File: src/hw/rtl/integer_square_root_unit_assert.svh
// assertion macros shared by the square root datapath files
// no dependencies; the macros expand to nothing when SYNTHESIS is defined
`ifndef INTEGER_SQUARE_ROOT_UNIT_ASSERT_SVH
`define INTEGER_SQUARE_ROOT_UNIT_ASSERT_SVH

`ifndef SYNTHESIS

// condition must hold at every edge out of reset
`define ISQRT_ASSERT_ALWAYS(label, clk, rst, expr, msg) \
   label: assert property (@(posedge clk) disable iff (rst) (expr)) else $error(msg);

// consequent in the same cycle
`define ISQRT_ASSERT_IMPLIES(label, clk, rst, ante, cons, msg) \
   label: assert property (@(posedge clk) disable iff (rst) (ante) |-> (cons)) else $error(msg);

// consequent in the next cycle
`define ISQRT_ASSERT_NEXT(label, clk, rst, ante, cons, msg) \
   label: assert property (@(posedge clk) disable iff (rst) (ante) |=> (cons)) else $error(msg);

`else

`define ISQRT_ASSERT_ALWAYS(label, clk, rst, expr, msg)
`define ISQRT_ASSERT_IMPLIES(label, clk, rst, ante, cons, msg)
`define ISQRT_ASSERT_NEXT(label, clk, rst, ante, cons, msg)

`endif

`endif

File: src/hw/rtl/isqrt_pkg.sv
// widths and the per-stage record of the pipelined square root
// no dependencies
package isqrt_pkg;

   localparam int RADICAND_W = 64;
   localparam int ROOT_W     = 32;
   // partial remainder never exceeds twice the partial root
   localparam int REM_W      = ROOT_W + 1;
   // remainder shifted by one digit pair, compared against the trial value
   localparam int CMP_W      = REM_W + 2;

   typedef struct packed {
      logic [RADICAND_W-1:0] radicand;
      logic [REM_W-1:0]      rem;
      logic [ROOT_W-1:0]     root;
   } stage_type;

endpackage

File: src/hw/rtl/isqrt_channels.sv
// valid/ready channel interfaces for square root requests and responses
// depends on isqrt_pkg
interface isqrt_req_if;
   import isqrt_pkg::*;

   logic                  valid;
   logic                  ready;
   logic [RADICAND_W-1:0] radicand;

   modport source (output valid, output radicand, input ready);
   modport sink   (input valid, input radicand, output ready);
endinterface

interface isqrt_rsp_if;
   import isqrt_pkg::*;

   logic              valid;
   logic              ready;
   logic [ROOT_W-1:0] root;

   modport source (output valid, output root, input ready);
   modport sink   (input valid, input root, output ready);
endinterface

File: src/hw/rtl/integer_square_root_unit.sv
// Integer square root: root = floor(sqrt(radicand)) for an unsigned radicand,
// exact for every input; radicand bits above RADICAND_BITS are ignored.
// One pipeline stage per root bit, (RADICAND_BITS+1)/2 stages (32 for the
// default 64-bit radicand), each a 35-bit compare and subtract. A transaction
// accepted by the unit passes through the stage registers in order before it
// shows up on rsp_chan, and a new request can be taken every cycle while the
// pipeline is not held. While a finished response waits on rsp_chan.ready,
// the whole pipeline holds and no request is accepted.
// Depends on isqrt_pkg, isqrt_channels, isqrt_stage and the assertion header.
`include "integer_square_root_unit_assert.svh"

module integer_square_root_unit #(
   parameter int RADICAND_BITS = 64
) (
   input logic         clock,
   input logic         reset,
   isqrt_req_if.sink   req_chan,
   isqrt_rsp_if.source rsp_chan
);
   import isqrt_pkg::*;

   localparam int ROOT_STEPS  = (RADICAND_BITS + 1) / 2;
   localparam int ALIGN_SHIFT = RADICAND_W - 2 * ROOT_STEPS;
   localparam logic [RADICAND_W-1:0] RADICAND_MASK =
      {RADICAND_W{1'b1}} >> (RADICAND_W - RADICAND_BITS);

   logic      advance;
   logic      stage_valid [0:ROOT_STEPS];
   stage_type stage_data  [0:ROOT_STEPS];

   // whole pipeline moves when the response slot is empty or being taken
   assign advance = !stage_valid[ROOT_STEPS] || rsp_chan.ready;

   assign req_chan.ready = advance;

   // top digit pair of the used width lands in the two top bits
   assign stage_valid[0]         = req_chan.valid;
   assign stage_data[0].radicand = (req_chan.radicand & RADICAND_MASK) << ALIGN_SHIFT;
   assign stage_data[0].rem      = '0;
   assign stage_data[0].root     = '0;

   for (genvar s = 0; s < ROOT_STEPS; s++) begin : g_step
      isqrt_stage u_stage (
         .clock     (clock),
         .reset     (reset),
         .advance   (advance),
         .in_valid  (stage_valid[s]),
         .in_data   (stage_data[s]),
         .out_valid (stage_valid[s+1]),
         .out_data  (stage_data[s+1])
      );
   end

   assign rsp_chan.valid = stage_valid[ROOT_STEPS];
   assign rsp_chan.root  = stage_data[ROOT_STEPS].root;

   `ISQRT_ASSERT_NEXT(a_accept_enters, clock, reset, req_chan.valid && req_chan.ready,
      stage_valid[1], "accepted transaction missing from first stage")

   `ISQRT_ASSERT_NEXT(a_stall_holds, clock, reset, stage_valid[ROOT_STEPS] && !advance,
      stage_valid[ROOT_STEPS] && $stable(stage_data[ROOT_STEPS].root),
      "pending response changed during stall")

   `ISQRT_ASSERT_IMPLIES(a_root_range, clock, reset, rsp_chan.valid,
      (rsp_chan.root >> ROOT_STEPS) == '0, "root wider than radicand allows")

endmodule

File: src/hw/rtl/isqrt_stage.sv
// one restoring square root step: settles one root bit from the top digit pair
// depends on isqrt_pkg and integer_square_root_unit_assert.svh
`include "integer_square_root_unit_assert.svh"

module isqrt_stage (
   input  logic                clock,
   input  logic                reset,
   input  logic                advance,
   input  logic                in_valid,
   input  isqrt_pkg::stage_type in_data,
   output logic                out_valid,
   output isqrt_pkg::stage_type out_data
);
   import isqrt_pkg::*;

   logic [CMP_W-1:0] partial;
   logic [CMP_W-1:0] trial;
   logic [CMP_W-1:0] diff;
   logic             fits;

   logic      valid_ff;
   logic      valid_in;
   stage_type data_ff;
   stage_type data_in;

   always_comb begin
      partial = {in_data.rem, in_data.radicand[RADICAND_W-1 -: 2]};
      trial   = {1'b0, in_data.root, 2'b01};
      diff    = partial - trial;
      fits    = (partial >= trial);

      // next digit pair moves to the top
      data_in.radicand = in_data.radicand << 2;
      if (fits) begin
         data_in.rem  = diff[REM_W-1:0];
         data_in.root = {in_data.root[ROOT_W-2:0], 1'b1};
      end else begin
         data_in.rem  = partial[REM_W-1:0];
         data_in.root = {in_data.root[ROOT_W-2:0], 1'b0};
      end
   end

   assign valid_in = advance ? in_valid : valid_ff;

   always_ff @(posedge clock) begin
      if (reset) begin
         valid_ff <= 1'b0;
      end else begin
         valid_ff <= valid_in;
      end
   end

   always_ff @(posedge clock) begin
      if (advance) begin
         data_ff <= data_in;
      end
   end

   assign out_valid = valid_ff;
   assign out_data  = data_ff;

   // restoring invariant: remainder stays within twice the partial root
   `ISQRT_ASSERT_IMPLIES(a_rem_bound, clock, reset, valid_ff, data_ff.rem <= (REM_W'(data_ff.root) << 1), "partial remainder exceeds bound")

   `ISQRT_ASSERT_NEXT(a_stall_keeps_valid, clock, reset, !advance, $stable(valid_ff), "stage valid changed during stall")

   `ISQRT_ASSERT_NEXT(a_advance_loads_valid, clock, reset, advance, valid_ff == $past(in_valid), "stage valid did not follow its input")

endmodule

File: src/flat_wrapper.sv
// flat-port wrapper written by rule: the top's interface ports become plain ports
module integer_square_root_unit_flat import isqrt_pkg::*;
#(
   parameter int RADICAND_BITS = 64
)
  (clock, reset, req_chan_valid, req_chan_radicand, req_chan_ready, rsp_chan_valid, rsp_chan_root, rsp_chan_ready);
  isqrt_req_if req_chan_i ();
  isqrt_rsp_if rsp_chan_i ();
  input logic clock;
  input logic reset;
  input wire logic [$bits(req_chan_i.valid)-1:0] req_chan_valid;
  input wire logic [$bits(req_chan_i.radicand)-1:0] req_chan_radicand;
  output wire logic [$bits(req_chan_i.ready)-1:0] req_chan_ready;
  output wire logic [$bits(rsp_chan_i.valid)-1:0] rsp_chan_valid;
  output wire logic [$bits(rsp_chan_i.root)-1:0] rsp_chan_root;
  input wire logic [$bits(rsp_chan_i.ready)-1:0] rsp_chan_ready;
  assign req_chan_i.valid = req_chan_valid;
  assign req_chan_i.radicand = req_chan_radicand;
  assign req_chan_ready = req_chan_i.ready;
  assign rsp_chan_valid = rsp_chan_i.valid;
  assign rsp_chan_root = rsp_chan_i.root;
  assign rsp_chan_i.ready = rsp_chan_ready;
  integer_square_root_unit #(.RADICAND_BITS(RADICAND_BITS)) u_core (.clock(clock), .reset(reset), .req_chan(req_chan_i), .rsp_chan(rsp_chan_i));
endmodule
File: config.mk
export PLATFORM = sky130hd
export DESIGN_NAME = integer_square_root_unit_flat
export DESIGN_NICKNAME = d
export VERILOG_FILES = /design/src/hw/rtl/isqrt_pkg.sv /design/src/hw/rtl/isqrt_channels.sv /design/src/hw/rtl/integer_square_root_unit.sv /design/src/hw/rtl/isqrt_stage.sv /design/src/flat_wrapper.sv
export VERILOG_INCLUDE_DIRS = /design/src /design/src/hw/rtl
export SDC_FILE = /design/constraint.sdc
export NUM_CORES = 2
export LEC_CHECK = 0
export BUFFER_PORTS_ARGS = -buffer_cell sky130_fd_sc_hd__buf_2
export CAP_MARGIN = 20
export CORE_AREA = 5 5 564 705
export DETAILED_ROUTE_END_ITERATION = 10
export DIE_AREA = 0 0 569 710
export PLACE_DENSITY = 0.53
export SKIP_LAST_GASP = 1
export SYNTH_ARGS = -nofsm -noshare
export SYNTH_HDL_FRONTEND = slang
export SYNTH_SLANG_ARGS = --single-unit
export TNS_END_PERCENT = 30
File: constraint.sdc
create_clock -name clock -period 106.7 [get_ports clock]
set_input_delay 21.34 -clock clock [delete_from_list [all_inputs] [get_ports clock]]
set_output_delay 21.34 -clock clock [all_outputs]
set_load 0.05 [all_outputs]
==> results.md <==
Run status:
- The run finished with clean final reports.

Clock network:
- The post-CTS clock slew at the launch and capture registers of the worst setup and hold paths is about 0.060 ns.
- Clock latency on the worst-skew pair, taken at its later pin, is ~0.92 ns.
- Counting every sink on the clock net gives 2527.
- TritonCTS built the clock tree.
- The CTS root buffer is clkbuf_16.
- In this run, post-CTS hold repair placed 0 buffers.
- The number of setup buffers added after CTS is 0.
- In this run the number of H-tree levels came out at 5.
- In this run, CTS created clock tree buffers numbering between 200 and 300.
- The maximum clock path buffer count is 4.
- In this run, post-CTS repair resized a total of 0 instances.

Setup path:
- The peak fanout along the critical path is between 100 and 150.
- The worst setup path is launched from an input port.
- By startpoint and endpoint, the worst setup path is classified as in -> out.
- The data arrival time of the worst path is roughly 23 ns.
- The kind of end point of the critical path is an output port.
- The required time of the worst setup path is approximately 85 ns.
- The worst register-to-register path has a setup slack of about 100 ns.

Detailed routing:
- The detailed-route wire length per cell is ~17 um.
- After detailed routing, the number of vias per cell comes to around 4.7.
- The routed design has 245500 um of wire.
- The count of unresolved DRC violations after routing is 0.
- The detailed router finished its first iteration with a little over 4000 violations.
- The detailed-router iteration count before antenna repair is 7.
- The detailed router placed 69320 vias in this run.
- The residual antenna-violating net count after detailed routing is 0.

Pwr:
- The proportion of power drawn by combinational gates is 0.144.
- For this design the ratio of total power to cell area is roughly 21 nW/um2.
- The overall power of the completed layout is between 2 and 3 mW.
- The worst-case IR drop observed on VDD is between 0.01 and 0.015 mV.
- The part of the power in the clock network is 0.353.
- The analysis attributes to net switching a power of between 0.7 and 0.8 mW.
- Of the total power, registers draw 0.502.
- The cell-internal power is 2.037 mW.
- The switching portion of total power is 0.2689.
- The analysis attributes to cell leakage a power of 53.22 nW.

Global routing:
- Summed over all layers, the global routing overflow is 0.
- The first global-routing pass estimated about 400000 um of wire.
- The number of antenna violations at the first check in global routing is 2.
- In the global route stage, overall resource usage came out at 0.1181.
- The maximum number of pins on one net before global-route repair is approximately 180.
- The number of global-route vias before repair came to just over 70000.

Floorplanning:
- The core region is a little under 400000 um2.
- The site row count is between 200 and 300.
- The die extent in y is between 700 and 800 um.
- The floorplan step defined a die boundary enclosing around 400000 um2.
- The initial utilization of the core area, before any placement, comes to 0.2978.
- During I/O placement, the number of pins put on the boundary was around 100.
- The floorplan step set the die width to 569 um.

Final layout:
- In the layout the commonest cells are 2495 x edfxtp_1, 733 x nand2_1, 703 x inv_1.
- The summed area of non-filler cells in the final layout is 132800 um2.
- The synthesis-to-layout area growth is 14.12%.
- The ratio of cells with drive above 1 in the final layout is 0.07577.
- The multi-input logic area is 37550 um2.
- The library cell used most frequently in the layout, excluding fill and tap cells, is edfxtp_1.
- The number of nets in the final layout is between 9000 and 10000.
- The number of filler instances in the final layout is 37700.
- Summing all flip-flop and latch instances after layout gives about 76000 um2.

STA:
- Setup violations remaining at the end of the flow were counted as 0.
- The number of failing hold endpoints at the final stage is 0.
- Adding up every negative setup slack in the final design gives 0 ns.
- The final critical-path required period is 44.50 ns.
- Timing would allow up to 22.47 MHz.
- The total count of max-transition violations in the final report was 0.
- Setup slack closes at 62.20 ns.
- The setup skew after layout is 0.07820 ns.
- The tightest hold margin is between 0.3 and 0.4 ns.
- The final worst-path cycle share is 0.4171.
- Setup repair after global routing left no endpoint under its margin.
- The transition time of the tightest slew-check pin is between 1 and 1.5 ns.
- Headroom to the max-slew limit came out at 0.2935.

Synthesis:
- Sorting the synthesized cells by area gives the leading types as edfxtp_1 64%, ha_1 6.0%, xor2_1 3.1%, xnor2_1 2.7%, nand2_1 2.4%.
- The number of synthesized flops with an enable pin is 2495.
- The synthesized design contains 2527 register bits.
- Of all flip-flops after synthesis, the portion carrying an async set or reset was 0.
- The share of synthesized area in the top cell type comes to 0.6439.
- For this run, the register share of the synthesized area comes to 0.6494.
- The number of distinct library cells after synthesis is between 90 and 100.
- The main flop type after synthesis is edfxtp_1.
- The post-synthesis cell area is about 120000 um2.
- The number of nets produced by synthesis is a little under 10000.
- Synthesis produced a netlist whose cell count is approximately 9000.
- The number of warning messages in the yosys log is 0.
- Averaged over all synthesized cells, the footprint is ~13 um2.
- The library cell occupying the most area in the post-synthesis netlist is edfxtp_1.

Place:
- The minimum setup slack after placement is between 60 and 70 ns.
- Input and output buffers added on the ports amount to approximately 100.
- At the end of routability-driven placement, the weighted congestion stood at 0.9109.
- The wire-length estimate of the detail-placed layout is ~170000 um.
- The standard cell area after detailed placement is roughly 120000 um2.

Flow run:
- Across the run, the number of max-cap violations was 0.

Worst hold path:
- The path class of the tightest hold or removal check is reg -> reg.
[stage by stage]
stage          instances  utilization
3_3_place_gp       14210       0.3156
5_1_grt            14720       0.3399
6_report           14720       0.3399
2_1_floorplan       9025            -
4_1_cts            14720       0.3397
3_5_place_dp       14210       0.3157
[registers in the layout (all words and copies together) (netlist names)]
name                             count
u_core.g_step.u_stage.out_data    2495
u_core.g_step.u_stage.out_valid     32
[critical path, stage by stage]
cell and delay [ns]:
buf_2 0.08, nor2b_2 0.03, buf_4 0.24, inv_8 0.61, buf_4 0.37, buf_2 0.31
[worst paths after layout]
| path | endpoint | from | cells past startpoint |
|---|---|---|---|
| min reg2reg | u_core.g_step[18].u_stage.out_data[114]$_DFFE_PP_ | u_core.g_step[17].u_stage.out_data[112]$_DFFE_PP_ | 0 |
| max reg2reg | u_core.g_step[13].u_stage.out_data[8]$_DFFE_PP_ | u_core.g_step[31].u_stage.out_valid$_SDFFE_PP0P_ | 8 |
| min | u_core.g_step[18].u_stage.out_data[114]$_DFFE_PP_ | u_core.g_step[17].u_stage.out_data[112]$_DFFE_PP_ | 0 |
| max | req_chan_ready | rsp_chan_ready | 6 |
[routing by layer]
layer / wire length (um) / track usage
met1: 93360 / 0.1256
met2: 131000 / 0.2264
met3: 8791 / 0.01702
met4: 12300 / 0.05790
met5: 0 / 0
[final cells by class]
class	count	area share
inverters	708	0.02008
multi-input cells	5630	0.2828
well taps	5180	0.04881
flip-flops and latches	2527	0.5691
clock buffers	336	0.05619
repair buffers	166	0.008594
diodes	1	0.00001885
clock inverters	175	0.01446
[cell usage after synthesis (12+ instances only)]
cell type and instances:
a2111oi_0 16, a211o_1 13, a211oi_1 35, a21boi_0 29
a21o_1 221, a21oi_1 539, a31oi_1 54, and2_1 35
and3_1 55, and4_1 14, buf_2 26, clkbuf_1 126
dfxtp_1 32, edfxtp_1 2495, ha_1 561, inv_1 704
mux2_2 59, mux2i_1 19, nand2_1 733, nand2b_1 124
nand3_1 148, nand3b_1 18, nand4_1 80, nor2_1 531
nor2b_1 89, nor3_1 220, nor3b_1 16, nor4_1 119
o211ai_1 28, o21a_1 98, o21ai_0 519, o21bai_1 55
o31a_1 12, o31ai_1 64, or2_2 38, or3_1 92
or4_1 58, xnor2_1 360, xor2_1 408
[cells by family after synthesis]
kind of cell    share of synthesized area
other cells                    0.00003223
compound gates                    0.09557
simple gates                       0.1010
buf+inv                           0.02848
flops                              0.6494
fa+ha+maj                         0.06033
mux                              0.007344
xor+xnor                          0.05781
[power groups by stage]
stage          logic, mW  registers [mW]  clock network, mW
2_1_floorplan      0.308            1.37                  0
3_3_place_gp       0.389            1.42                  0
3_5_place_dp       0.400            1.42                  0
4_1_cts            0.402            1.40               1.03
5_1_grt            0.449            1.42               1.07
6_report           0.402            1.40              0.985
(Power assumes the default switching activity.)
